[src/hw/rtl/tsac_pkg.sv]
// Package for the temperature sensor averaging and calibration block.
// Shared constants, controller state type and controller/datapath command and status structs.
// No dependencies.
`default_nettype none

package tsac_pkg;

  localparam int unsigned CODE_W = 12;  // sensor code and trim width
  localparam int unsigned TEMP_W = 16;  // result temperature width
  localparam int unsigned NUM_W  = 20;  // divider dividend width
  localparam int unsigned DEN_W  = 12;  // divider divisor width
  localparam int unsigned PROD_W = 21;  // signed (avg - cold) * 165
  localparam int unsigned TEMP_CALC_W = 22;

  localparam logic [CODE_W-1:0] DEFAULT_HOT  = 12'd3148;
  localparam logic [CODE_W-1:0] DEFAULT_COLD = 12'd503;
  localparam logic [7:0]        SPAN_DEGREES = 8'd165;
  localparam logic [5:0]        LOW_DEGREES  = 6'd40;

  // configuration register indexes
  localparam logic REG_OTP_HOT  = 1'b0;
  localparam logic REG_OTP_COLD = 1'b1;

  typedef enum logic [2:0] {
    ST_IDLE,
    ST_MUL,
    ST_QUOT_START,
    ST_QUOT
  } tsac_state_e;

  typedef struct packed {
    logic acc;         // add the accepted sample to the sum
    logic trig;        // closing sample: capture the average, clear sum
    logic mul;         // form (avg - cold) * 165
    logic quot_start;  // start the calibration divide
    logic load_out;    // load the output register
  } tsac_cmd_t;

  typedef struct packed {
    logic count_full;  // block of samples complete, next sample closes it
    logic out_busy;    // output register still holds an untaken result
    logic div_done;    // divider quotient valid this cycle
    logic calib_err;   // hot trim not above cold trim
  } tsac_status_t;

endpackage : tsac_pkg

`default_nettype wire

[src/hw/rtl/tsac_div.sv]
// Restoring serial divider, one quotient bit per cycle, unsigned operands.
// Depends on tsac_pkg for operand widths.
`default_nettype none

module tsac_div (
  input  logic                      clk_i,
  input  logic                      rst_ni,
  input  logic                      start_i,
  input  logic [tsac_pkg::NUM_W-1:0] num_i,
  input  logic [tsac_pkg::DEN_W-1:0] den_i,
  output logic                      done_o,
  output logic [tsac_pkg::NUM_W-1:0] quot_o
);
  import tsac_pkg::*;

  localparam int unsigned CNT_W = $clog2(NUM_W + 1);

  logic [NUM_W-1:0] quot_q, quot_d;
  logic [DEN_W-1:0] den_q, den_d;
  logic [DEN_W:0]   rem_q, rem_d;
  logic [CNT_W-1:0] cnt_q, cnt_d;
  logic             done_q, done_d;
  logic [DEN_W:0]   rem_shift;
  logic [DEN_W+1:0] trial;

  assign rem_shift = {rem_q[DEN_W-1:0], quot_q[NUM_W-1]};
  assign trial     = {1'b0, rem_shift} - {2'b00, den_q};

  always_comb begin
    quot_d = quot_q;
    den_d  = den_q;
    rem_d  = rem_q;
    cnt_d  = cnt_q;
    done_d = 1'b0;
    if (start_i) begin
      quot_d = num_i;
      den_d  = den_i;
      rem_d  = '0;
      cnt_d  = CNT_W'(NUM_W);
    end else if (cnt_q != '0) begin
      // trial subtract; a clear top bit means no borrow
      if (!trial[DEN_W+1]) begin
        rem_d = trial[DEN_W:0];
      end else begin
        rem_d = rem_shift;
      end
      quot_d = {quot_q[NUM_W-2:0], ~trial[DEN_W+1]};
      cnt_d  = cnt_q - CNT_W'(1);
      done_d = (cnt_q == CNT_W'(1));
    end
  end

  always_ff @(posedge clk_i or negedge rst_ni) begin
    if (!rst_ni) begin
      cnt_q  <= '0;
      done_q <= 1'b0;
    end else begin
      cnt_q  <= cnt_d;
      done_q <= done_d;
    end
  end

  always_ff @(posedge clk_i) begin
    quot_q <= quot_d;
    den_q  <= den_d;
    rem_q  <= rem_d;
  end

  assign done_o = done_q;
  assign quot_o = quot_q;

endmodule : tsac_div

`default_nettype wire

[src/hw/rtl/tsac_dp.sv]
// Datapath: trim registers, sample accumulator, calibration divider, scaling and output register.
// Depends on tsac_pkg and tsac_div.
`default_nettype none

module tsac_dp #(
  parameter int unsigned AVG_COUNT = 8
) (
  input  logic                         clk_i,
  input  logic                         rst_ni,
  input  tsac_pkg::tsac_cmd_t          cmd_i,
  output tsac_pkg::tsac_status_t       status_o,
  input  logic [tsac_pkg::CODE_W-1:0]  sample_i,
  input  logic                         cfg_we_i,
  input  logic                         cfg_index_i,
  input  logic [tsac_pkg::CODE_W-1:0]  cfg_data_i,
  output logic                         out_valid_o,
  input  logic                         out_take_i,
  output logic [tsac_pkg::TEMP_W-1:0]  temperature_o,
  output logic                         preliminary_o,
  output logic                         calib_error_o
);
  import tsac_pkg::*;

  localparam int unsigned SUM_W = CODE_W + $clog2(AVG_COUNT);
  localparam int unsigned CNT_W = $clog2(AVG_COUNT + 1);
  // sum / AVG_COUNT as a multiply by the rounded-up reciprocal; exact for any SUM_W-bit sum
  localparam int unsigned AVG_SH  = SUM_W + $clog2(AVG_COUNT);
  localparam int unsigned RCP_W   = SUM_W + 2;
  localparam int unsigned AVG_RCP = ((1 << AVG_SH) + AVG_COUNT - 1) / AVG_COUNT;

  logic [CODE_W-1:0] otp_hot_q, otp_cold_q;
  logic [SUM_W-1:0]  sum_q;
  logic [CNT_W-1:0]  count_q;
  logic [CODE_W-1:0] avg_q;
  logic signed [PROD_W-1:0] prod_q;
  logic              neg_q;
  logic              out_valid_q;
  logic signed [TEMP_W-1:0] temp_q;
  logic              prelim_q, err_q;

  logic              use_otp;
  logic [CODE_W-1:0] hot_sel, cold_sel;
  logic              err;
  logic [DEN_W-1:0]  span;
  logic [RCP_W-1:0]  avg_rcp;
  logic [SUM_W+RCP_W-1:0] avg_prod;
  logic signed [CODE_W:0] diff;
  logic [PROD_W-1:0] prod_abs;
  logic              div_start;
  logic [NUM_W-1:0]  div_num;
  logic [DEN_W-1:0]  div_den;
  logic              div_done;
  logic [NUM_W-1:0]  div_quot;
  logic signed [TEMP_CALC_W-1:0] quot_s, temp_full;
  logic signed [TEMP_W-1:0] temp_sat;

  // trims: OTP values only when both are programmed
  assign use_otp  = (otp_hot_q != '0) && (otp_cold_q != '0);
  assign hot_sel  = use_otp ? otp_hot_q  : DEFAULT_HOT;
  assign cold_sel = use_otp ? otp_cold_q : DEFAULT_COLD;
  assign err      = (hot_sel <= cold_sel);
  assign span     = hot_sel - cold_sel;

  assign avg_rcp  = RCP_W'(AVG_RCP);
  assign avg_prod = sum_q * avg_rcp;

  assign diff     = $signed({1'b0, avg_q}) - $signed({1'b0, cold_sel});
  assign prod_abs = prod_q[PROD_W-1] ? (PROD_W'(0) - prod_q) : prod_q;

  assign div_start = cmd_i.quot_start;
  assign div_num   = prod_abs[NUM_W-1:0];
  assign div_den   = span;

  tsac_div u_div (
    .clk_i   (clk_i),
    .rst_ni  (rst_ni),
    .start_i (div_start),
    .num_i   (div_num),
    .den_i   (div_den),
    .done_o  (div_done),
    .quot_o  (div_quot)
  );

  // truncating signed division: divide magnitudes, restore the sign
  always_comb begin
    quot_s    = neg_q ? -$signed({2'b00, div_quot}) : $signed({2'b00, div_quot});
    temp_full = quot_s - $signed(TEMP_CALC_W'(LOW_DEGREES));
    if (temp_full > $signed(TEMP_CALC_W'(32767))) begin
      temp_sat = 16'sh7FFF;
    end else if (temp_full < -$signed(TEMP_CALC_W'(32768))) begin
      temp_sat = 16'sh8000;
    end else begin
      temp_sat = temp_full[TEMP_W-1:0];
    end
  end

  always_ff @(posedge clk_i or negedge rst_ni) begin
    if (!rst_ni) begin
      otp_hot_q   <= '0;
      otp_cold_q  <= '0;
      sum_q       <= '0;
      count_q     <= '0;
      out_valid_q <= 1'b0;
    end else begin
      if (cfg_we_i) begin
        case (cfg_index_i)
          REG_OTP_HOT:  otp_hot_q  <= cfg_data_i;
          REG_OTP_COLD: otp_cold_q <= cfg_data_i;
          default: ;
        endcase
      end
      if (cmd_i.trig) begin
        sum_q   <= '0;
        count_q <= '0;
      end else if (cmd_i.acc) begin
        sum_q   <= sum_q + SUM_W'(sample_i);
        count_q <= count_q + CNT_W'(1);
      end
      if (cmd_i.load_out) begin
        out_valid_q <= 1'b1;
      end else if (out_take_i) begin
        out_valid_q <= 1'b0;
      end
    end
  end

  always_ff @(posedge clk_i) begin
    if (cmd_i.trig) begin
      avg_q <= avg_prod[AVG_SH +: CODE_W];
    end
    if (cmd_i.mul) begin
      prod_q <= PROD_W'(diff) * $signed({1'b0, SPAN_DEGREES});
    end
    if (cmd_i.quot_start) begin
      neg_q <= prod_q[PROD_W-1];
    end
    if (cmd_i.load_out) begin
      temp_q   <= err ? '0 : temp_sat;
      prelim_q <= ~use_otp;
      err_q    <= err;
    end
  end

  assign status_o.count_full = (count_q == CNT_W'(AVG_COUNT));
  assign status_o.out_busy   = out_valid_q;
  assign status_o.div_done   = div_done;
  assign status_o.calib_err  = err;

  assign out_valid_o   = out_valid_q;
  assign temperature_o = temp_q;
  assign preliminary_o = prelim_q;
  assign calib_error_o = err_q;

endmodule : tsac_dp

`default_nettype wire

[src/hw/rtl/tsac_ctrl.sv]
// Controller state machine: sequences accumulation, averaging, scaling, calibration divide
// and result load. Depends on tsac_pkg.
`default_nettype none

module tsac_ctrl (
  input  logic                   clk_i,
  input  logic                   rst_ni,
  input  logic                   in_valid_i,
  output logic                   in_ready_o,
  input  tsac_pkg::tsac_status_t status_i,
  output tsac_pkg::tsac_cmd_t    cmd_o
);
  import tsac_pkg::*;

  tsac_state_e state_q, state_d;
  logic        in_xfer;

  always_ff @(posedge clk_i or negedge rst_ni) begin
    if (!rst_ni) begin
      state_q <= ST_IDLE;
    end else begin
      state_q <= state_d;
    end
  end

  assign in_xfer = in_valid_i && in_ready_o;

  always_comb begin
    state_d    = state_q;
    cmd_o      = '0;
    in_ready_o = 1'b0;
    case (state_q)
      ST_IDLE: begin
        // a closing sample waits until the previous result has gone
        in_ready_o = !(status_i.count_full && status_i.out_busy);
        if (in_xfer) begin
          if (status_i.count_full) begin
            cmd_o.trig = 1'b1;
            state_d    = ST_MUL;
          end else begin
            cmd_o.acc = 1'b1;
          end
        end
      end
      ST_MUL: begin
        cmd_o.mul = 1'b1;
        state_d   = ST_QUOT_START;
      end
      ST_QUOT_START: begin
        if (status_i.calib_err) begin
          cmd_o.load_out = 1'b1;
          state_d        = ST_IDLE;
        end else begin
          cmd_o.quot_start = 1'b1;
          state_d          = ST_QUOT;
        end
      end
      ST_QUOT: begin
        if (status_i.div_done) begin
          cmd_o.load_out = 1'b1;
          state_d        = ST_IDLE;
        end
      end
      default: state_d = ST_IDLE;
    endcase
  end

endmodule : tsac_ctrl

`default_nettype wire

[src/hw/rtl/temp_sensor_avg_calibrate_top.sv]
// Top level of the temperature sensor averaging and two-point calibration block.
// Depends on tsac_pkg, tsac_ctrl and tsac_dp (which holds tsac_div).
//
// Usage:
//   s_axis carries 12-bit sensor conversions. The first AVG_COUNT conversions of a
//   block are summed, one per cycle. The next one closes the block: it is dropped and
//   starts the calibration, which yields one result on m_axis (temperature in tdata,
//   preliminary and calib_error in tuser).
//   On the closing transfer the average is taken by a reciprocal multiply, the next
//   cycle scales it, then a 20-step serial divider divides by the trim span and the
//   result is loaded into the output register that drives m_axis. s_axis_tready is
//   low from the closing transfer until the result is loaded. With the trims in error
//   the divide is skipped and the result is loaded once the scaling is done.
//   The result waits in an output register; conversions of the next block keep being
//   taken while the receiver stalls, only the next closing conversion waits for it.
//   cfg writes (index 0 hot trim, 1 cold trim) are always taken and should only be
//   issued while the block is idle.
//   Reset (rst_ni low, asynchronous) clears the trims (defaults selected), the sum,
//   the count and any pending result.
`default_nettype none

module temp_sensor_avg_calibrate_top #(
  parameter int unsigned AVG_COUNT = 8
) (
  input  logic        clk_i,
  input  logic        rst_ni,
  input  logic        s_axis_tvalid,
  output logic        s_axis_tready,
  input  logic [15:0] s_axis_tdata,   // [11:0] sample
  output logic        m_axis_tvalid,
  input  logic        m_axis_tready,
  output logic [15:0] m_axis_tdata,   // [15:0] temperature
  output logic [1:0]  m_axis_tuser,   // [0] preliminary, [1] calib_error
  input  logic        cfg_valid_i,
  output logic        cfg_ready_o,
  input  logic        cfg_index_i,
  input  logic [11:0] cfg_data_i
);
  import tsac_pkg::*;

  tsac_cmd_t    cmd;
  tsac_status_t status;
  logic         preliminary, calib_error;

  assign cfg_ready_o = 1'b1;

  tsac_ctrl u_ctrl (
    .clk_i      (clk_i),
    .rst_ni     (rst_ni),
    .in_valid_i (s_axis_tvalid),
    .in_ready_o (s_axis_tready),
    .status_i   (status),
    .cmd_o      (cmd)
  );

  tsac_dp #(
    .AVG_COUNT (AVG_COUNT)
  ) u_dp (
    .clk_i         (clk_i),
    .rst_ni        (rst_ni),
    .cmd_i         (cmd),
    .status_o      (status),
    .sample_i      (s_axis_tdata[CODE_W-1:0]),
    .cfg_we_i      (cfg_valid_i && cfg_ready_o),
    .cfg_index_i   (cfg_index_i),
    .cfg_data_i    (cfg_data_i),
    .out_valid_o   (m_axis_tvalid),
    .out_take_i    (m_axis_tvalid && m_axis_tready),
    .temperature_o (m_axis_tdata),
    .preliminary_o (preliminary),
    .calib_error_o (calib_error)
  );

  assign m_axis_tuser = {calib_error, preliminary};

endmodule : temp_sensor_avg_calibrate_top

`default_nettype wire

[config.mk]
export PLATFORM = sky130hd
export DESIGN_NAME = temp_sensor_avg_calibrate_top
export DESIGN_NICKNAME = d
export VERILOG_FILES = /design/src/hw/rtl/tsac_pkg.sv /design/src/hw/rtl/tsac_div.sv /design/src/hw/rtl/tsac_dp.sv /design/src/hw/rtl/tsac_ctrl.sv /design/src/hw/rtl/temp_sensor_avg_calibrate_top.sv
export SDC_FILE = /design/constraint.sdc
export NUM_CORES = 1
export LEC_CHECK = 0
export BUFFER_PORTS_ARGS = -buffer_cell sky130_fd_sc_hd__buf_2
export CORE_UTILIZATION = 42
export DETAILED_ROUTE_END_ITERATION = 8
export SYNTH_ARGS = -nofsm -noshare
export SYNTH_HDL_FRONTEND = slang
export SYNTH_SLANG_ARGS = --single-unit
[constraint.sdc]
create_clock -name clk_i -period 6.8 [get_ports clk_i]
set_input_delay 1.02 -clock clk_i [delete_from_list [all_inputs] [get_ports clk_i]]
set_output_delay 1.02 -clock clk_i [all_outputs]
set_load 0.05 [all_outputs]
==> results of run 1 <==
## metrics by stage
stage	instance area [µm²]	utilization	hold WS, ps	TNS [ps]	instances
floorplan	11200	-	424	0	1174
finish	13200	0.508	478	0	1624
CTS	12800	0.492	480	0	1614
global placement	12200	0.468	462	-3.39	1582
global route	13200	0.508	513	-187	1624
detailed placement	12200	0.468	467	0	1582
## critical path: cells and delay by family, from the launching register on
kind | cells | cell delay [ps]
AND/OR/NAND/NOR | 7 | 1160
XOR/XNOR | 2 | 370
adder cells (fa/ha/maj) | 6 | 1710
buffers and inverters | 7 | 860
AO/OA/AOI/OAI | 10 | 1870
flip-flops | 1 | 400
## layer usage
metal / share of wire / global-route usage / routed length, µm / up-vias
met5: 0 / 0 / 0 / -
met4: 0.012 / 0.0538 / 314 / 0
met3: 0.032 / 0.0329 / 804 / 27
met2: 0.49 / 0.315 / 12400 / 140
met1: 0.47 / 0.251 / 11800 / 4105
li1: - / - / - / 4431
## cell type report
cell class / count / area share
multi-input cells: 866 / 0.518
clock inverters: 7 / 0.00586
well taps: 335 / 0.0317
repair buffers: 129 / 0.0642
clock buffers: 25 / 0.0408
inverters: 114 / 0.0323
flip-flops and latches: 148 / 0.307
## what timing repair did
item                                    CTS  global route
endpoints found under the setup margin    2             6
pin swaps                                 2            42
setup buffers                             0             9
gates resized for setup                   3            57
cloned                                    0             0
## registers in the layout (all words and copies together) (netlist names), 5 cells and up
name                count
u_dp.avg_q             12
u_dp.otp_cold_q        12
u_dp.otp_hot_q         12
u_dp.prod_q            21
u_dp.sum_q             15
u_dp.temperature_o     16
u_dp.u_div.cnt_q        5
u_dp.u_div.den_q       12
u_dp.u_div.quot_o      20
u_dp.u_div.rem_q       12
## placed cells by master (no fill, tap or decap), drive strengths merged, types with 9 or more instances in the layout
cell	instances
a211oi	16
a21boi	10
a21o	9
a21oi	42
a31oi	15
and3	9
buf	129
clkbuf	25
dfrtp	52
dfxtp	12
edfxtp	84
fa	20
ha	97
inv	119
mux2	22
nand2	105
nand2b	10
nand3	28
nand4	10
nor2	63
nor2b	19
nor3	16
nor4	17
o211ai	10
o21ai	102
o31ai	21
or3	17
xnor2	53
xor2	47
## worst paths after layout
kind                                          from  slack (ps)                   to  cells past startpoint
worst max-delay path            u_dp.otp_cold_q[1]         150      u_dp.prod_q[18]                     32
worst min-delay path                 u_dp.sum_q[0]         480        u_dp.sum_q[0]                      2
worst max register to register  u_dp.otp_cold_q[1]         150      u_dp.prod_q[18]                     32
worst min register to register       u_dp.sum_q[0]         480        u_dp.sum_q[0]                      2
max in group asynchronous                   rst_ni        5620        u_dp.sum_q[2]                      2
min in group asynchronous                   rst_ni         720  u_dp.u_div.cnt_q[1]                      2
## logic make-up after synthesis
| kind of cell | synth area share |
|---|---|
| simple gates | 0.150 |
| compound gates | 0.173 |
| buf+inv | 0.0567 |
| flops | 0.364 |
| fa+ha+maj | 0.150 |
| xor+xnor | 0.0792 |
| mux | 0.0258 |
| other cells | 0.000336 |
==> metrics.log, run 1 <==
[metrics] result of the run: finished, final reports clean
[metrics] number of buffers added to fix hold violations after cts: 0
[metrics] cell taking the most area after synthesis: sky130_fd_sc_hd__edfxtp_1
[metrics] top-level port count: 55
[metrics] DRC marker count from the first detailed-route iteration: between 500 and 600
[metrics] clock buffers created by TritonCTS: 17
[metrics] fin crit share: 0.977
[metrics] delay of the slowest critical-path stage: 500 ps
[metrics] Critical-path top delay cell: sky130_fd_sc_hd__fa_1
[metrics] via count of the first global-routing pass: 8186
[metrics] source-to-sink clock delay at the later pin of the worst-skew pair: 430 ps
[metrics] startpoint types: flop
[metrics] drt first pass iters: 5
[metrics] clock period minus worst slack: between 6000 and 7000 ps
[metrics] CTS tree: yes
[metrics] x dimension of the die: approximately 160 µm
[metrics] maximum fanout along the worst path: 4
[metrics] cell with the most instances after synthesis: sky130_fd_sc_hd__inv_1
[metrics] Multi-input gate area: roughly 6900 µm²
[metrics] final count of hold timing violations: 0
[metrics] share of cells above drive strength 1: 0.211
[metrics] critical path arrival: 6820 ps
[metrics] gp weighted congestion: between 0.8 and 0.9
[metrics] sequential element share of the synthesized area: 0.364
[metrics] largest net degree at the start of global routing: 53
[metrics] final number of max-transition violations: 0
[metrics] CTS sink cnt: between 100 and 150
[metrics] post-synthesis to final-layout area growth: 18.8%
[metrics] Detail Route Antenna Nets: 0
[metrics] async set-reset flop share out of synthesis: 0.351
[metrics] number of enable-type register cells in the synthesized netlist: 84
[metrics] Clock transition at path regs: 60 ps
[metrics] area share of the largest cell type after synthesis: 0.226
[metrics] Yosys cell types: around 90
[metrics] quantity of I/O buffers inserted on ports: just under 50
[metrics] number of antenna violations at the first check in global routing: 0
[metrics] number of vias per cell: around 5.4
[metrics] Fin Clk Skew: 11.0 ps
[metrics] Row Count: 59
[metrics] slew at the pin closest to its max-slew limit: about 1200 ps
[metrics] count of H-tree levels built during CTS: 4
[metrics] worst setup slack after layout: about 150 ps
[metrics] All-Layer GR Usage: 0.189
[metrics] cell repeated most along the worst path: sky130_fd_sc_hd__buf_4
[metrics] via count: roughly 8700
[metrics] FF+latch area: 4060 µm²
[metrics] Yosys reg bits: around 150
[metrics] top post-synthesis cells by area: sky130_fd_sc_hd__edfxtp_1 23%, sky130_fd_sc_hd__dfrtp_1 12%, sky130_fd_sc_hd__ha_1 11%
[metrics] Avg Synthesized Cell Area: around 9.5 µm²
[metrics] global-route wire length before repair: 40.4 mm
[metrics] area enclosed by the die boundary: 27200 µm²
[metrics] Final Net Count: ~1400
[metrics] type of the setup path with the least slack: flop to flop
[metrics] Post-Synthesis Cells: roughly 1200
[metrics] drc violations: 0
[metrics] endpoints failing setup: 0
[metrics] Starting Density: 0.428
[metrics] CTS max path bufs: 2
[metrics] primary flip-flop cell chosen by synthesis mapping: sky130_fd_sc_hd__edfxtp_1
[metrics] fillcell total: 2389
[metrics] most frequent cells after synthesis: 114 x sky130_fd_sc_hd__inv_1, 105 x sky130_fd_sc_hd__nand2_1, 97 x sky130_fd_sc_hd__ha_1, 91 x sky130_fd_sc_hd__o21ai_0, 84 x sky130_fd_sc_hd__edfxtp_1
[metrics] Core ar.: 26100 µm²
[metrics] yosys synthesis warning count: 0
[metrics] Crit path required time: around 7000 ps
[metrics] cell chosen for the clock root: sky130_fd_sc_hd__clkbuf_16
[metrics] Maximum Capacitance Violations: 0
[metrics] post-place setup slack: slightly below 9 ps
[metrics] routed length per placed instance: ~16 µm
[metrics] netlist area before placement: around 11000 µm²
[metrics] vertical extent of the die: 165 µm
[metrics] Synth Net Count: 1325
[metrics] sum of net half-perimeters after detailed placement: roughly 19 mm
[metrics] antenna cells: 0
[metrics] capturing element type of the critical path: flop
[metrics] aggregate routed wire length: around 25 mm
[metrics] Worst slew margin: 0.185
[metrics] worst min-delay path category: flop to flop
[metrics] Achievable Freq: approximately 0.15 GHz
[metrics] total congestion overflow: 0
Power of run 1 is not shown: default switching activity piles up to over one toggle a cycle in this logic, so the estimate is an artifact.
==> inputs of run 2 (changes only) <==
MAX_ROUTING_LAYER = met4   (was not set)
clock period = 7.1 ns   (was 6.8 ns; I/O delays follow)
==> run 2 against run 1 <==
  * Clock-buffer cell count fell by 5
  * Setup slack improved by 160 ps
  * Maximum frequency fell by 2.0%
  * Non-clock buffer count fell by 31
  * First-iteration DRC count is 6.9% lower
  * Clock skew down 1.0 ps
  * Cell count fell by 1.9%
  * Register-to-register slack better by 160 ps
  * Critical path type unchanged
  * Largest cell class unchanged
  * Highest routed layer unchanged
==> metrics.log, run 2 (synthesis results as in run 1) <==
[metrics] result of the run: finished, final reports clean (unchanged)
[metrics] Fin Clk Skew: 9.99 ps (was 11.0 ps)
[metrics] share of cells above drive strength 1: 0.169 (was 0.211)
[metrics] x dimension of the die: 165 µm (unchanged)
[metrics] Row Count: 59 (unchanged)
[metrics] gp weighted congestion: 0.875 (was 0.872)
[metrics] RR Startpoint: u_dp.otp_cold_q[6] (was u_dp.otp_cold_q[1])
[metrics] startpoint types: flop (unchanged)
[metrics] global-route wire length before repair: 39.9 mm (was 40.4 mm)
[metrics] drt first pass iters: 5 (unchanged)
[metrics] cell chosen for the clock root: sky130_fd_sc_hd__clkbuf_16 (unchanged)
[metrics] register-to-register setup slack: 320 ps (was 150 ps)
[metrics] FF+latch area: 4060 µm² (unchanged)
[metrics] drc violations: 0 (unchanged)
[metrics] sink of the worst hold path: u_dp.sum_q[0] (unchanged)
[metrics] Core ar.: 26100 µm² (unchanged)
[metrics] critical path arrival: 6960 ps (was 6820 ps)
[metrics] area enclosed by the die boundary: 27200 µm² (unchanged)
[metrics] source-to-sink clock delay at the later pin of the worst-skew pair: 440 ps (was 430 ps)
[metrics] clock buffers created by TritonCTS: 17 (unchanged)
[metrics] CTS max path bufs: 2 (unchanged)
[metrics] top-level port count: 55 (unchanged)
[metrics] via count of the first global-routing pass: 8102 (was 8186)
[metrics] number of buffers added to fix hold violations after cts: 0 (unchanged)
[metrics] final number of max-transition violations: 0 (unchanged)
[metrics] most common cell after layout, fill and taps aside: sky130_fd_sc_hd__inv_1 (unchanged)
[metrics] Worst slew margin: 0.185 (about the same)
[metrics] CTS sink cnt: 148 (unchanged)
[metrics] DRC marker count from the first detailed-route iteration: 485 (was 521)
[metrics] endpoints failing setup: 0 (unchanged)
[metrics] post-synthesis to final-layout area growth: 14.0% (was 18.8%)
[metrics] Maximum Capacitance Violations: 0 (unchanged)
[metrics] clock period minus worst slack: 6780 ps (was 6650 ps)
[metrics] slew at the pin closest to its max-slew limit: 1220 ps (about the same)
[metrics] final count of hold timing violations: 0 (unchanged)
[metrics] capturing element type of the critical path: flop (unchanged)
[metrics] fillcell total: 2462 (was 2389)
[metrics] routed length per placed instance: 15.2 µm (was 15.6 µm)
[metrics] Biggest register: u_dp.prod_q (unchanged)
[metrics] largest net degree at the start of global routing: 53 (unchanged)
[metrics] type of the setup path with the least slack: flop to flop (unchanged)
[metrics] antenna cells: 0 (unchanged)
[metrics] Multi-input gate area: 6600 µm² (was 6860 µm²)
[metrics] max reg flops: 21 (unchanged)
[metrics] vertical extent of the die: 165 µm (unchanged)
[metrics] Achievable Freq: 0.147 GHz (was 0.150 GHz)
[metrics] fin crit share: 0.956 (was 0.977)
[metrics] Final Net Count: 1396 (was 1427)
[metrics] total congestion overflow: 0 (unchanged)
[metrics] quantity of I/O buffers inserted on ports: 49 (unchanged)
[metrics] Crit path required time: 7280 ps (was 6970 ps)
[metrics] via count: 8618 (was 8703)
[metrics] Starting Density: 0.428 (unchanged)
[metrics] Placed Instance Area: 12000 µm² (was 12200 µm²)
[metrics] Detail Route Antenna Nets: 0 (unchanged)
[metrics] maximum fanout along the worst path: 5 (was 4)
[metrics] Critical-path top delay cell: sky130_fd_sc_hd__fa_1 (unchanged)
[metrics] sum of net half-perimeters after detailed placement: 18.6 mm (was 19.0 mm)
[metrics] Non-Filler Cell Area, Final: 12700 µm² (was 13200 µm²)
[metrics] delay of the slowest critical-path stage: 550 ps (was 500 ps)
[metrics] highest-count cells in the layout ignoring fill and taps: 114 x sky130_fd_sc_hd__inv_1, 105 x sky130_fd_sc_hd__nand2_1, 94 x sky130_fd_sc_hd__ha_1 (was 108 x sky130_fd_sc_hd__inv_1, 105 x sky130_fd_sc_hd__nand2_1, 86 x sky130_fd_sc_hd__o21ai_0)
[metrics] end of the worst register-to-register path: u_dp.prod_q[18] (unchanged)
[metrics] worst min-delay path category: flop to flop (unchanged)
[metrics] cell count of the worst hold path: 2 (unchanged)
[metrics] number of cells on the worst reg-to-reg path: 31 (was 32)
[metrics] number of antenna violations at the first check in global routing: 0 (unchanged)
[metrics] number of vias per cell: 5.41 (was 5.36)
[metrics] CTS tree: yes (unchanged)
[metrics] All-Layer GR Usage: 0.192 (was 0.189)
[metrics] Clock transition at path regs: 70 ps (was 60 ps)
[metrics] count of H-tree levels built during CTS: 4 (unchanged)
[metrics] startpoint of the lowest-slack hold path: u_dp.sum_q[0] (unchanged)
[metrics] aggregate routed wire length: 24.3 mm (was 25.3 mm)
==> run 2: critical path, delay by kind of cell (launching register included) <==
family          cells  cell delay (ps)
simple gates        7             1300
fa+ha+maj           7             2320
buf+inv             7              850
compound gates      8             1320
flops               1              400
xor+xnor            2              320
==> run 2: area by class of cell <==
| class | count | area share |
|---|---|---|
| repair buffers | 98 | 0.0485 |
| flip-flops and latches | 148 | 0.320 |
| well taps | 335 | 0.0330 |
| inverters | 114 | 0.0337 |
| clock buffers | 20 | 0.0368 |
| clock inverters | 12 | 0.00925 |
| multi-input cells | 866 | 0.519 |
==> run 2: routing by layer <==
layer,part of all wire,track usage,up-vias
met3,0.033,0.0261,29
met5,0,-,-
li1,-,-,4363
met2,0.47,0.310,139
met4,0.014,0.0609,0
met1,0.48,0.248,4087
==> run 2: metrics by stage <==
stage	TNS (ps)	hold WS (ps)	setup slack, ps	util	std cells
floorplan	0	424	59.9	-	1174
global placement	0	458	95.2	0.459	1557
detailed placement	0	465	49.5	0.459	1557
CTS	0	480	45.5	0.482	1589
global route	-107	505	-70.4	0.488	1593
finish	0	478	316	0.488	1593
==> run 2: what timing repair did <==
item                       in CTS  in global routing
resized for setup               1                 30
setup endpoints to repair       1                  6
setup buffers                   0                  4
pin swaps                       0                 17
==> run 2: how the worst max path moves through the flow <==
stage                            endpoint  cells past startpoint                from
after global routing      u_dp.prod_q[18]                     32  u_dp.otp_cold_q[6]
after detailed placement  u_dp.prod_q[19]                     31  u_dp.otp_cold_q[6]
final                     u_dp.prod_q[18]                     31  u_dp.otp_cold_q[6]
after floorplan           u_dp.prod_q[19]                     34  u_dp.otp_cold_q[2]
after CTS                 u_dp.prod_q[19]                     31  u_dp.otp_cold_q[6]
after global placement    u_dp.prod_q[19]                     31  u_dp.otp_cold_q[6]
Power of run 2 is left out for the same reason.
